==> src/sv/dstc_pkg.sv <==
// Package: payload types, register indexes and division constants for the converter.
`default_nettype none
package dstc_pkg;

   typedef struct packed {
      logic        operation;
      logic [31:0] time_in;
   } req_type;

   typedef struct packed {
      logic [31:0] time_out;
      logic        in_dst;
   } rsp_type;

   typedef enum logic [1:0] {
      CSR_DST_RULE = 2'd0,
      CSR_STD_RULE = 2'd1,
      CSR_DST_OFF  = 2'd2,
      CSR_STD_OFF  = 2'd3
   } csr_idx_type;

   localparam logic [14:0] DST_RULE_RST = 15'd2248;
   localparam logic [14:0] STD_RULE_RST = 15'd3720;
   localparam logic [10:0] DST_OFF_RST  = 11'd120;
   localparam logic [10:0] STD_OFF_RST  = 11'd60;

   localparam int unsigned NUM_STAGES = 8;

   // floor(x/675) = (x*DIV675_MUL) >> 35 for x < 2^25
   localparam logic [25:0] DIV675_MUL  = 26'd50903317;
   // floor(x/1461) = (x*DIV1461_MUL) >> 27 for x < 2^16
   localparam logic [16:0] DIV1461_MUL = 17'd91868;
   // floor(x/7) = (x*DIV7_MUL) >> 19 for x < 2^16
   localparam logic [16:0] DIV7_MUL    = 17'd74899;

   localparam logic [15:0] EPOCH_FROM_1968 = 16'd731;
   localparam logic [15:0] MAR_2100_FROM_1968 = 16'd48272;
   localparam logic [7:0]  YEAR_2100_IDX = 8'd132;
   localparam logic [3:0]  MONTHS_IN_YEAR = 4'd12;
   localparam logic [3:0]  DAYS_IN_WEEK = 4'd7;

endpackage
`default_nettype wire

==> src/sv/dst_rule_time_converter.sv <==
// Pipelined daylight-saving rule time converter between UTC and local seconds.
// One conversion enters per clock when the result side keeps up. An item passes
// eight register stages: seconds to days, day shift and divide by four years,
// year index, rule base day, weekday divide, rule day, change instants, and
// compare and offset. A stall at the output backs up through per-stage valid
// bits, so bubbles are filled before the input stops. Configuration writes are
// taken every cycle and must only be issued while no item is in flight.
`default_nettype none
module dst_rule_time_converter (
   input  wire logic             clock,
   input  wire logic             reset,
   input  wire logic             req_valid,
   output logic                  req_ready,
   input  wire dstc_pkg::req_type req_data,
   output logic                  rsp_valid,
   input  wire logic             rsp_ready,
   output dstc_pkg::rsp_type     rsp_data,
   input  wire logic             csr_valid,
   output logic                  csr_ready,
   input  wire logic [1:0]       csr_index,
   input  wire logic [14:0]      csr_wdata
);

   localparam int unsigned NS = dstc_pkg::NUM_STAGES;

   function automatic logic [8:0] cum_days(input logic [3:0] m, input logic leap);
      logic [8:0] d;
      case (m)
         4'd1:    d = 9'd0;
         4'd2:    d = 9'd31;
         4'd3:    d = 9'd59;
         4'd4:    d = 9'd90;
         4'd5:    d = 9'd120;
         4'd6:    d = 9'd151;
         4'd7:    d = 9'd181;
         4'd8:    d = 9'd212;
         4'd9:    d = 9'd243;
         4'd10:   d = 9'd273;
         4'd11:   d = 9'd304;
         default: d = 9'd334;
      endcase
      if (leap && m > 4'd2) begin
         d = d + 9'd1;
      end
      return d;
   endfunction

   // Day number of the first day of the rule's base month (month after, for last-week rules).
   function automatic logic [16:0] rule_base_day(input logic [14:0] rule, input logic [7:0] n);
      logic [3:0]  mon;
      logic [3:0]  m;
      logic [7:0]  ny;
      logic [16:0] y0;
      logic        leap;
      mon = rule[9:6];
      if (mon == 4'd0) begin
         mon = 4'd1;
      end
      if (mon > dstc_pkg::MONTHS_IN_YEAR) begin
         mon = dstc_pkg::MONTHS_IN_YEAR;
      end
      m  = mon;
      ny = n;
      if (rule[2:0] == 3'd0) begin
         if (mon == dstc_pkg::MONTHS_IN_YEAR) begin
            m  = 4'd1;
            ny = n + 8'd1;
         end else begin
            m = mon + 4'd1;
         end
      end
      leap = (ny[1:0] == 2'd0) && (ny != dstc_pkg::YEAR_2100_IDX);
      y0 = 17'(ny) * 17'd365 + 17'((ny + 8'd3) >> 2)
           - 17'(ny > dstc_pkg::YEAR_2100_IDX) - 17'(dstc_pkg::EPOCH_FROM_1968);
      return y0 + 17'(cum_days(m, leap));
   endfunction

   // Rule day: base day moved to the wanted weekday and week.
   function automatic logic [16:0] rule_day(input logic [14:0] rule, input logic [16:0] d0,
                                            input logic [13:0] q7);
      logic [15:0] x;
      logic [2:0]  wd0;
      logic [3:0]  t7;
      logic [3:0]  delta;
      logic [2:0]  w;
      logic [16:0] r;
      x   = d0[15:0] + 16'd4;
      wd0 = 3'(x - 16'(q7) * 16'd7);
      t7  = 4'(rule[5:3]) + dstc_pkg::DAYS_IN_WEEK - (4'(wd0) + 4'd1);
      delta = (t7 >= dstc_pkg::DAYS_IN_WEEK) ? t7 - dstc_pkg::DAYS_IN_WEEK : t7;
      w = (rule[2:0] == 3'd0) ? 3'd1 : rule[2:0];
      r = d0 + 17'(w - 3'd1) * 17'd7 + 17'(delta);
      if (rule[2:0] == 3'd0) begin
         r = r - 17'd7;
      end
      return r;
   endfunction

   logic [14:0]        dst_rule_ff;
   logic [14:0]        std_rule_ff;
   logic signed [10:0] dst_off_ff;
   logic signed [10:0] std_off_ff;
   logic signed [35:0] dsec;
   logic signed [35:0] ssec;

   logic [NS-1:0] v_ff;
   logic [NS-1:0] en;
   logic          op_ff [0:NS-2];
   logic [31:0]   t_ff  [0:NS-2];

   logic [50:0] p1_ff;
   logic [50:0] p1_in;
   logic [15:0] dd_ff;
   logic [15:0] dd_in;
   logic [32:0] p2_ff;
   logic [32:0] p2_in;
   logic [7:0]  n_ff;
   logic [7:0]  n_in;
   logic [16:0] d0_dst_ff, d0_std_ff;
   logic [32:0] p7_dst_ff, p7_std_ff;
   logic [32:0] p7_dst_in, p7_std_in;
   logic [16:0] d0c_dst_ff, d0c_std_ff;
   logic [16:0] dr_dst_ff, dr_std_ff;
   logic signed [35:0] at_dst_ff, at_std_ff;
   logic signed [35:0] at_dst_in, at_std_in;
   logic [31:0] time_out_ff;
   logic [31:0] time_out_in;
   logic        in_dst_ff;
   logic        in_dst_in;

   logic [15:0] days;
   logic [5:0]  q4;
   logic [15:0] r4;
   logic [1:0]  yoff;
   logic signed [35:0] ti;
   logic signed [35:0] off;

   assign csr_ready = 1'b1;
   assign dsec = 36'(dst_off_ff) * 36'sd60;
   assign ssec = 36'(std_off_ff) * 36'sd60;

   always_ff @(posedge clock) begin
      if (reset) begin
         dst_rule_ff <= dstc_pkg::DST_RULE_RST;
         std_rule_ff <= dstc_pkg::STD_RULE_RST;
         dst_off_ff  <= dstc_pkg::DST_OFF_RST;
         std_off_ff  <= dstc_pkg::STD_OFF_RST;
      end else if (csr_valid) begin
         case (dstc_pkg::csr_idx_type'(csr_index))
            dstc_pkg::CSR_DST_RULE: dst_rule_ff <= csr_wdata;
            dstc_pkg::CSR_STD_RULE: std_rule_ff <= csr_wdata;
            dstc_pkg::CSR_DST_OFF:  dst_off_ff  <= csr_wdata[10:0];
            dstc_pkg::CSR_STD_OFF:  std_off_ff  <= csr_wdata[10:0];
            default: ;
         endcase
      end
   end

   // stage enables: a stage loads when empty or when its successor loads
   always_comb begin
      en[NS-1] = !v_ff[NS-1] || rsp_ready;
      for (int i = NS - 2; i >= 0; i--) begin
         en[i] = !v_ff[i] || en[i+1];
      end
   end

   assign req_ready = en[0];
   assign rsp_valid = v_ff[NS-1];
   assign rsp_data  = '{time_out: time_out_ff, in_dst: in_dst_ff};

   always_ff @(posedge clock) begin
      if (reset) begin
         v_ff <= '0;
      end else begin
         if (en[0]) begin
            v_ff[0] <= req_valid;
         end
         for (int i = 1; i < NS; i++) begin
            if (en[i]) begin
               v_ff[i] <= v_ff[i-1];
            end
         end
      end
   end

   always_ff @(posedge clock) begin
      if (en[0]) begin
         op_ff[0] <= req_data.operation;
         t_ff[0]  <= req_data.time_in;
      end
      for (int i = 1; i < NS - 1; i++) begin
         if (en[i]) begin
            op_ff[i] <= op_ff[i-1];
            t_ff[i]  <= t_ff[i-1];
         end
      end
   end

   // stage 0: seconds to days
   assign p1_in = 51'(req_data.time_in[31:7]) * 51'(dstc_pkg::DIV675_MUL);

   // stage 1: days from 1968 with a phantom Feb 29 2100, then /1461
   assign days = p1_ff[50:35];
   always_comb begin
      dd_in = days + dstc_pkg::EPOCH_FROM_1968;
      if (dd_in >= dstc_pkg::MAR_2100_FROM_1968) begin
         dd_in = dd_in + 16'd1;
      end
   end
   assign p2_in = 33'(dd_in) * 33'(dstc_pkg::DIV1461_MUL);

   // stage 2: year index from 1968
   assign q4 = p2_ff[32:27];
   assign r4 = dd_ff - 16'(q4) * 16'd1461;
   always_comb begin
      if (r4 < 16'd366) begin
         yoff = 2'd0;
      end else if (r4 < 16'd731) begin
         yoff = 2'd1;
      end else if (r4 < 16'd1096) begin
         yoff = 2'd2;
      end else begin
         yoff = 2'd3;
      end
   end
   assign n_in = {q4, 2'b00} + 8'(yoff);

   // stage 4: weekday of the base day
   assign p7_dst_in = 33'(d0_dst_ff[15:0] + 16'd4) * 33'(dstc_pkg::DIV7_MUL);
   assign p7_std_in = 33'(d0_std_ff[15:0] + 16'd4) * 33'(dstc_pkg::DIV7_MUL);

   // stage 6: change instants in seconds
   always_comb begin
      at_dst_in = 36'(dr_dst_ff) * 36'sd86400 + 36'(dst_rule_ff[14:10]) * 36'sd3600;
      at_std_in = 36'(dr_std_ff) * 36'sd86400 + 36'(std_rule_ff[14:10]) * 36'sd3600;
      if (!op_ff[5]) begin
         at_dst_in = at_dst_in - ssec;
         at_std_in = at_std_in - dsec;
      end
   end

   // stage 7: daylight decision and offset
   assign ti = 36'(signed'({4'b0000, t_ff[6]}));
   always_comb begin
      if (at_std_ff > at_dst_ff) begin
         in_dst_in = (ti >= at_dst_ff) && (ti < at_std_ff);
      end else begin
         in_dst_in = !((ti >= at_std_ff) && (ti < at_dst_ff));
      end
      off = in_dst_in ? dsec : ssec;
      time_out_in = op_ff[6] ? t_ff[6] - off[31:0] : t_ff[6] + off[31:0];
   end

   always_ff @(posedge clock) begin
      if (en[0]) begin
         p1_ff <= p1_in;
      end
      if (en[1]) begin
         dd_ff <= dd_in;
         p2_ff <= p2_in;
      end
      if (en[2]) begin
         n_ff <= n_in;
      end
      if (en[3]) begin
         d0_dst_ff <= rule_base_day(dst_rule_ff, n_ff);
         d0_std_ff <= rule_base_day(std_rule_ff, n_ff);
      end
      if (en[4]) begin
         p7_dst_ff  <= p7_dst_in;
         p7_std_ff  <= p7_std_in;
         d0c_dst_ff <= d0_dst_ff;
         d0c_std_ff <= d0_std_ff;
      end
      if (en[5]) begin
         dr_dst_ff <= rule_day(dst_rule_ff, d0c_dst_ff, p7_dst_ff[32:19]);
         dr_std_ff <= rule_day(std_rule_ff, d0c_std_ff, p7_std_ff[32:19]);
      end
      if (en[6]) begin
         at_dst_ff <= at_dst_in;
         at_std_ff <= at_std_in;
      end
      if (en[7]) begin
         time_out_ff <= time_out_in;
         in_dst_ff   <= in_dst_in;
      end
   end

endmodule
`default_nettype wire

==> config.mk <==
export PLATFORM = sky130hd
export DESIGN_NAME = dst_rule_time_converter
export DESIGN_NICKNAME = d
export VERILOG_FILES = /design/src/sv/dstc_pkg.sv /design/src/sv/dst_rule_time_converter.sv
export SDC_FILE = /design/constraint.sdc
export NUM_CORES = 2
export LEC_CHECK = 0
export ABC_AREA = 1
export BUFFER_PORTS_ARGS = -buffer_cell sky130_fd_sc_hd__buf_2
export CAP_MARGIN = 20
export CORE_MARGIN = 1.5
export CORE_UTILIZATION = 44
export CTS_CLUSTER_SIZE = 24
export DETAILED_ROUTE_END_ITERATION = 6
export SLEW_MARGIN = 20
export SYNTH_ARGS = -nofsm -noshare
export SYNTH_HDL_FRONTEND = slang
export SYNTH_SLANG_ARGS = --single-unit
==> constraint.sdc <==
create_clock -name clock -period 31.8 [get_ports clock]
set_input_delay 9.54 -clock clock [delete_from_list [all_inputs] [get_ports clock]]
set_output_delay 9.54 -clock clock [all_outputs]
set_load 0.02 [all_outputs]
* Word level (Yosys, flattened, before mapping)
Memories as Yosys holds them, arrays and structs flattened.
Index checks and enable logic that the tools add are counted.
W data, S select, Z words.
** Word-level totals
- Register bits :: 439
- RAM bits :: 231
- Memory bits (read-only) :: 288
- Logic and storage cells :: 209
- Memories kept :: 4
** Memory list
- t_ff :: depth 7, width 32, rd ports 7, clocked after Yosys merged registers in 0, wr ports 7, line dst_rule_time_converter.sv:109 : logic [31:0] t_ff [0:NS-2];
- (name not given) :: depth 16, width 9, rd ports 1, clocked after Yosys merged registers in 0, wr ports 0, line dst_rule_time_converter.sv:28 : case (m)
- (name not given) :: depth 16, width 9, rd ports 1, clocked after Yosys merged registers in 0, wr ports 0, line dst_rule_time_converter.sv:28
- op_ff :: depth 7, width 1, rd ports 7, clocked after Yosys merged registers in 0, wr ports 7, line dst_rule_time_converter.sv:108 : logic op_ff [0:NS-2];
** Cells by class
- Add/subtract/negate cells :: 47
- Multiply operators :: 17
- Order comparisons :: 17
- Equality and inequality tests :: 7
- Muxes and demuxes :: 55
- Reductions and logical operators :: 34
** Operators by type and width (number)
- $ge A33 B36 Y1 :: 2
- $lt A33 B36 Y1 :: 2
- $mux W36 :: 2
- $sub A36 B18 Y36 :: 2
- $add A34 B17 Y35 :: 2
- $mul A17 B17 Y33 const B :: 2
- $mux W32 :: 2
- $mux W4 :: 16
- $mul A17 B10 Y27 const B :: 2
- $mux W9 :: 6
- $mul A25 B26 Y51 const B :: 1
- $mux W8 :: 6
- $gt A36 B36 Y1 :: 1
- $add A16 B3 Y17 const B :: 2
- $add A17 B17 Y17 :: 2
- $add A17 B4 Y17 :: 2
- $add A17 B7 Y17 :: 2
- $add A17 B9 Y17 :: 2
- $mul A8 B9 Y17 const B :: 2
- $mux W17 :: 2
- $sub A17 B1 Y17 :: 2
- $sub A17 B10 Y17 const B :: 2
- $sub A17 B3 Y17 const B :: 2
- $add A32 B32 Y32 :: 1
- other kinds (45) :: 110

* Logic depth before layout (Yosys ltp)
- Depth in word-level cells :: 20
- Depth in mapped cells :: 45
- Mapped depth without buffers :: 45

* Worst setup path before layout
Ideal clock, no wire load.
- Path type :: input port to output port
- From :: input rsp_ready
- To :: output req_ready
- Arrival :: 19.286 ns
- Path slack :: 2.974 ns
- Stages :: 14
- Buffers on the path :: 0
- Cell sequence :: nor2_1 inv_1 nor2_1 inv_1 nor2_1 inv_1 nor2_1 inv_1 nor2_1 inv_1 nor2_1 inv_1 nor2_1 nand2_1
** On the way
- Cells in the longest elaborated chain, start to end :: 8
** Ends and longest elaborated chain
- start, declared :: line dst_rule_time_converter.sv:16 : input wire logic rsp_ready,
- $logic_or A1 B1 Y1 :: line dst_rule_time_converter.sv:161 : en[NS-1] = !v_ff[NS-1] || rsp_ready;
- named net en[7] :: line dst_rule_time_converter.sv:107 : logic [NS-1:0] en;
- $logic_or A1 B1 Y1 :: line dst_rule_time_converter.sv:163 : en[i] = !v_ff[i] || en[i+1];
- named net en[6] :: line dst_rule_time_converter.sv:107
- $logic_or A1 B1 Y1 :: line dst_rule_time_converter.sv:163
- named net en[5] :: line dst_rule_time_converter.sv:107
- $logic_or A1 B1 Y1 :: line dst_rule_time_converter.sv:163
- named net en[4] :: line dst_rule_time_converter.sv:107
- $logic_or A1 B1 Y1 :: line dst_rule_time_converter.sv:163
- named net en[3] :: line dst_rule_time_converter.sv:107
- $logic_or A1 B1 Y1 :: line dst_rule_time_converter.sv:163
- named net en[2] :: line dst_rule_time_converter.sv:107
- $logic_or A1 B1 Y1 (2 in a row) :: line dst_rule_time_converter.sv:163
- end, declared :: line dst_rule_time_converter.sv:13 : output logic req_ready,
The timed path passes the listed nets, and every way through them passes these cells.

* Final worst setup path
Same ends and word-level chain as after synthesis.

==> impl_metrics.csv <==
group,metric,value,unit
clocking,numCtsBuffers,68,
synthesis,synthArstFlopShare,0,%
global_route,grt_pass1_vias,50900,
synthesis,netlist_top_cells_count,"1732 x inv_1, 1324 x ha_1, 1057 x nand2_1, 582 x fa_1, 486 x edfxtp_1",
worst_hold_path,hp-class,"flop to flop",
sta,max-slew-margin-rel,21.7,%
global_route,grt_max_degree,75,
floorplan,core,156000,µm²
worst_setup_path,cpPeakStageDelay,700,ps
clocking,clk_path_buf_depth,3,
global_route,overflow,0,
synthesis,synthCells,7650,
worst_setup_path,startpoint,"rsp_ready",
worst_setup_path,critical_path.top_delay_family,"buffers and inverters",
sta,finalMaxSlewViolations,0,
sta,period_minus_slack,24110,ps
routing,met3WireLength,5840,µm
worst_setup_path,path_buf_inv,12,
worst_setup_path,start_kind,"input pin",
cells_and_area,multi_input_area,46300,µm²
routing,drc,0,
worst_setup_path,reg2reg_from,"p1_ff[35]$_DFFE_PP_",
floorplan,rows,145,
worst_setup_path,crit_path_max_fanout,69,
sta,setup_viol,0,
job,maxCapViolCount,0,
synthesis,yosysTopAreaCellShare,24.1,%
synthesis,seq_area_frac_synth,22.9,%
synthesis,ys_warn_count,0,
clocking,h-tree-depth,3,
place,place_worst_setup_slack,7570,ps
routing,routedLengthMet1,76300,µm
sta,setup_ws,7690,ps
synthesis,ys_ff_latch,546,
clocking,clk_latency,670,ps
synthesis,ys.flop_type,"edfxtp_1",
sta,finalHoldWorstSlack,411,ps
worst_setup_path,slowest_stage,"buf_4",
cells_and_area,drive_gt1_share,4.51,%
sta,rsz0062_at_grt,"no",
place,placed_area,71800,µm²
global_route,grt_pass1_wl,263000,µm
routing,drtPass1Iterations,6,
routing,wl_per_cell,16.3,µm
worst_setup_path,reg2regPathDepth,34,
floorplan,start_util,44.2,%
sta,hold_viol_final,0,
place,portBuffers,89,
synthesis,syn-num-nets,9611,
routing,routed_wl,161000,µm
synthesis,synthMostInstantiatedCell,"inv_1",
sta,setup-tns-final,0,ps
global_route,grt_antenna_before_repair,3,
synthesis,synth.area.top_cells,"ha_1 24%, edfxtp_1 21%, fa_1 17%, inv_1 9.4%, nand2_1 5.8%",
cells_and_area,num-nets-final,9742,
worst_hold_path,hp-start,"t_ff[1][3]$_DFFE_PP_",
worst_hold_path,hold_depth,0,
place,place_hpwl,137000,µm
clocking,hold_buffers,0,
routing,vias,50100,
cells_and_area,fillerInstances,14900,
cells_and_area,area_growth,7.55,%
sta,skew,32.6,ps
clocking,cts-root-buf,"clkbuf_16",
worst_setup_path,setup.worst_path.class,"input pin to output pin",
clocking,cts-resized-gates,0,
floorplan,num_io_pins,91,
cells_and_area,seq_area,15800,µm²
floorplan,dieArea,159000,µm²
sta,worst_pin_slew,1160,ps
worst_setup_path,end_kind,"output pin",
routing,drtIter0Drc,2823,
sta,fmax,41.5,MHz
worst_setup_path,cp_common_cell,"nor2_1",
worst_setup_path,crit_path_cell_trace,"buf_2, nor2_1, clkinv_1, buf_4, nor2_1, inv_4, nor2_1, inv_2, buf_4, nor2_1, clkinv_2, nor2_1, inv_2, buf_4, nor2_1, inv_2, nor2_1, nand2_2, buf_4, buf_2",
place,place_congestion,0.929,
synthesis,synth_cell_types,70,
outcome,outcome,"finished clean",
routing,dr_wl_met2,74600,µm
synthesis,synth_edf_count,486,
sta,fin_crit_sh,75.8,%
synthesis,syn_avg_cell_area,9.00,µm²
global_route,globalRouteTotalUtil,20.8,%
floorplan,dieHeight,399,µm
cells_and_area,fin_area,74100,µm²
clocking,clk_transition_reported_paths,60,ps
routing,vias_per_cell,5.06,
clocking,cts_tree,"done",
clocking,post_cts_buffers,0,
routing,top_layer_used,"met4",
synthesis,syn-cell-area,68900,µm²
worst_setup_path,arrival,14570,ps
synthesis,synth_largest_area_cell,"ha_1",
floorplan,die_x,399,µm
worst_setup_path,worst-path-stages,20,
worst_setup_path,required,22260,ps
routing,ant_nets,0,
clocking,cts.sinks,546,
==> cell usage in the layout (no fill, tap or decap), types with 11 or more instances in the layout <==
master / n
nand4_1: 62
nor2_1: 348
nand2_1: 1056
edfxtp_1: 486
nor2_2: 13
buf_2: 89
clkinv_1: 11
nor4_1: 29
o21ai_0: 311
inv_1: 1725
inv_2: 19
nand3b_1: 15
or2_2: 20
o21a_1: 16
o31ai_1: 13
clkbuf_16: 70
nor3_1: 63
buf_4: 20
xnor2_1: 145
o21bai_1: 30
a21oi_1: 436
ha_1: 1324
a21o_1: 43
fa_1: 582
a31oi_1: 39
dfxtp_1: 60
nand2_4: 11
xor2_1: 307
o21ai_1: 19
o211ai_1: 31
a211oi_1: 14
a21boi_0: 16
nand2_2: 36
nand3_1: 247
==> flip-flops by register name, summed over array words and instances (netlist names), 7 cells and up <==
name,cells
n_ff,8
v_ff,8
at_std_ff,34
std_off_ff,11
t_ff,222
d0_dst_ff,17
dst_rule_ff,15
dst_off_ff,11
time_out_ff,32
d0_std_ff,17
at_dst_ff,34
dr_std_ff,17
std_rule_ff,15
p1_ff,18
dr_dst_ff,17
op_ff,7
dd_ff,16
d0c_std_ff,16
d0c_dst_ff,16
==> per-stage QoR <==
| step | instances | utilization, % |
|---|---|---|
| after floorplan | 7650 | - |
| after global placement | 9769 | 46.1 |
| after detailed placement | 9769 | 46.1 |
| after CTS | 9893 | 47.5 |
| after global routing | 9893 | 47.5 |
| final | 9894 | 47.5 |
==> final cells by class <==
cell class | count | area share, %
multi-input combinational | 5306 | 62.5
inverter | 1750 | 8.88
antenna | 1 | 0.00338
clock buffer | 81 | 2.43
tap | 2058 | 3.48
clock inverter | 43 | 0.578
sequential | 546 | 21.3
timing repair buffer | 109 | 0.804
==> routing by layer <==
metal | vias to the layer above | GRT usage [%]
met5 | - | 0
met4 | 0 | 6.25
met3 | 233 | 2.00
met2 | 832 | 34.5
met1 | 23900 | 28.6
li1 | 25100 | -
==> final timing paths <==
path / to / slack, ps
worst max-delay path: req_ready / 7690
worst min register to register: t_ff[2][3]$_DFFE_PP_ / 410
worst max register to register: p2_ff[29]$_DFFE_PP_ / 22910
worst min-delay path: t_ff[2][3]$_DFFE_PP_ / 410
==> kinds of logic (layout without fill, tap and decap cells) <==
group,Yosys count,count (layout),synth area share [%]
AOI/OAI and AO/OA,1018,1018,8.38
xor gates and xnor gates,456,456,5.83
adders and majority gates,1906,1906,41.0
buffers and inverters,1798,1983,9.87
DFF,546,546,22.9
muxes,1,1,0.0145
other,1,2,0.00544
and+or+nand+nor,1924,1924,12.0
Power is not shown: default switching activity piles up to over one toggle a cycle in this logic, so the estimate is an artifact.
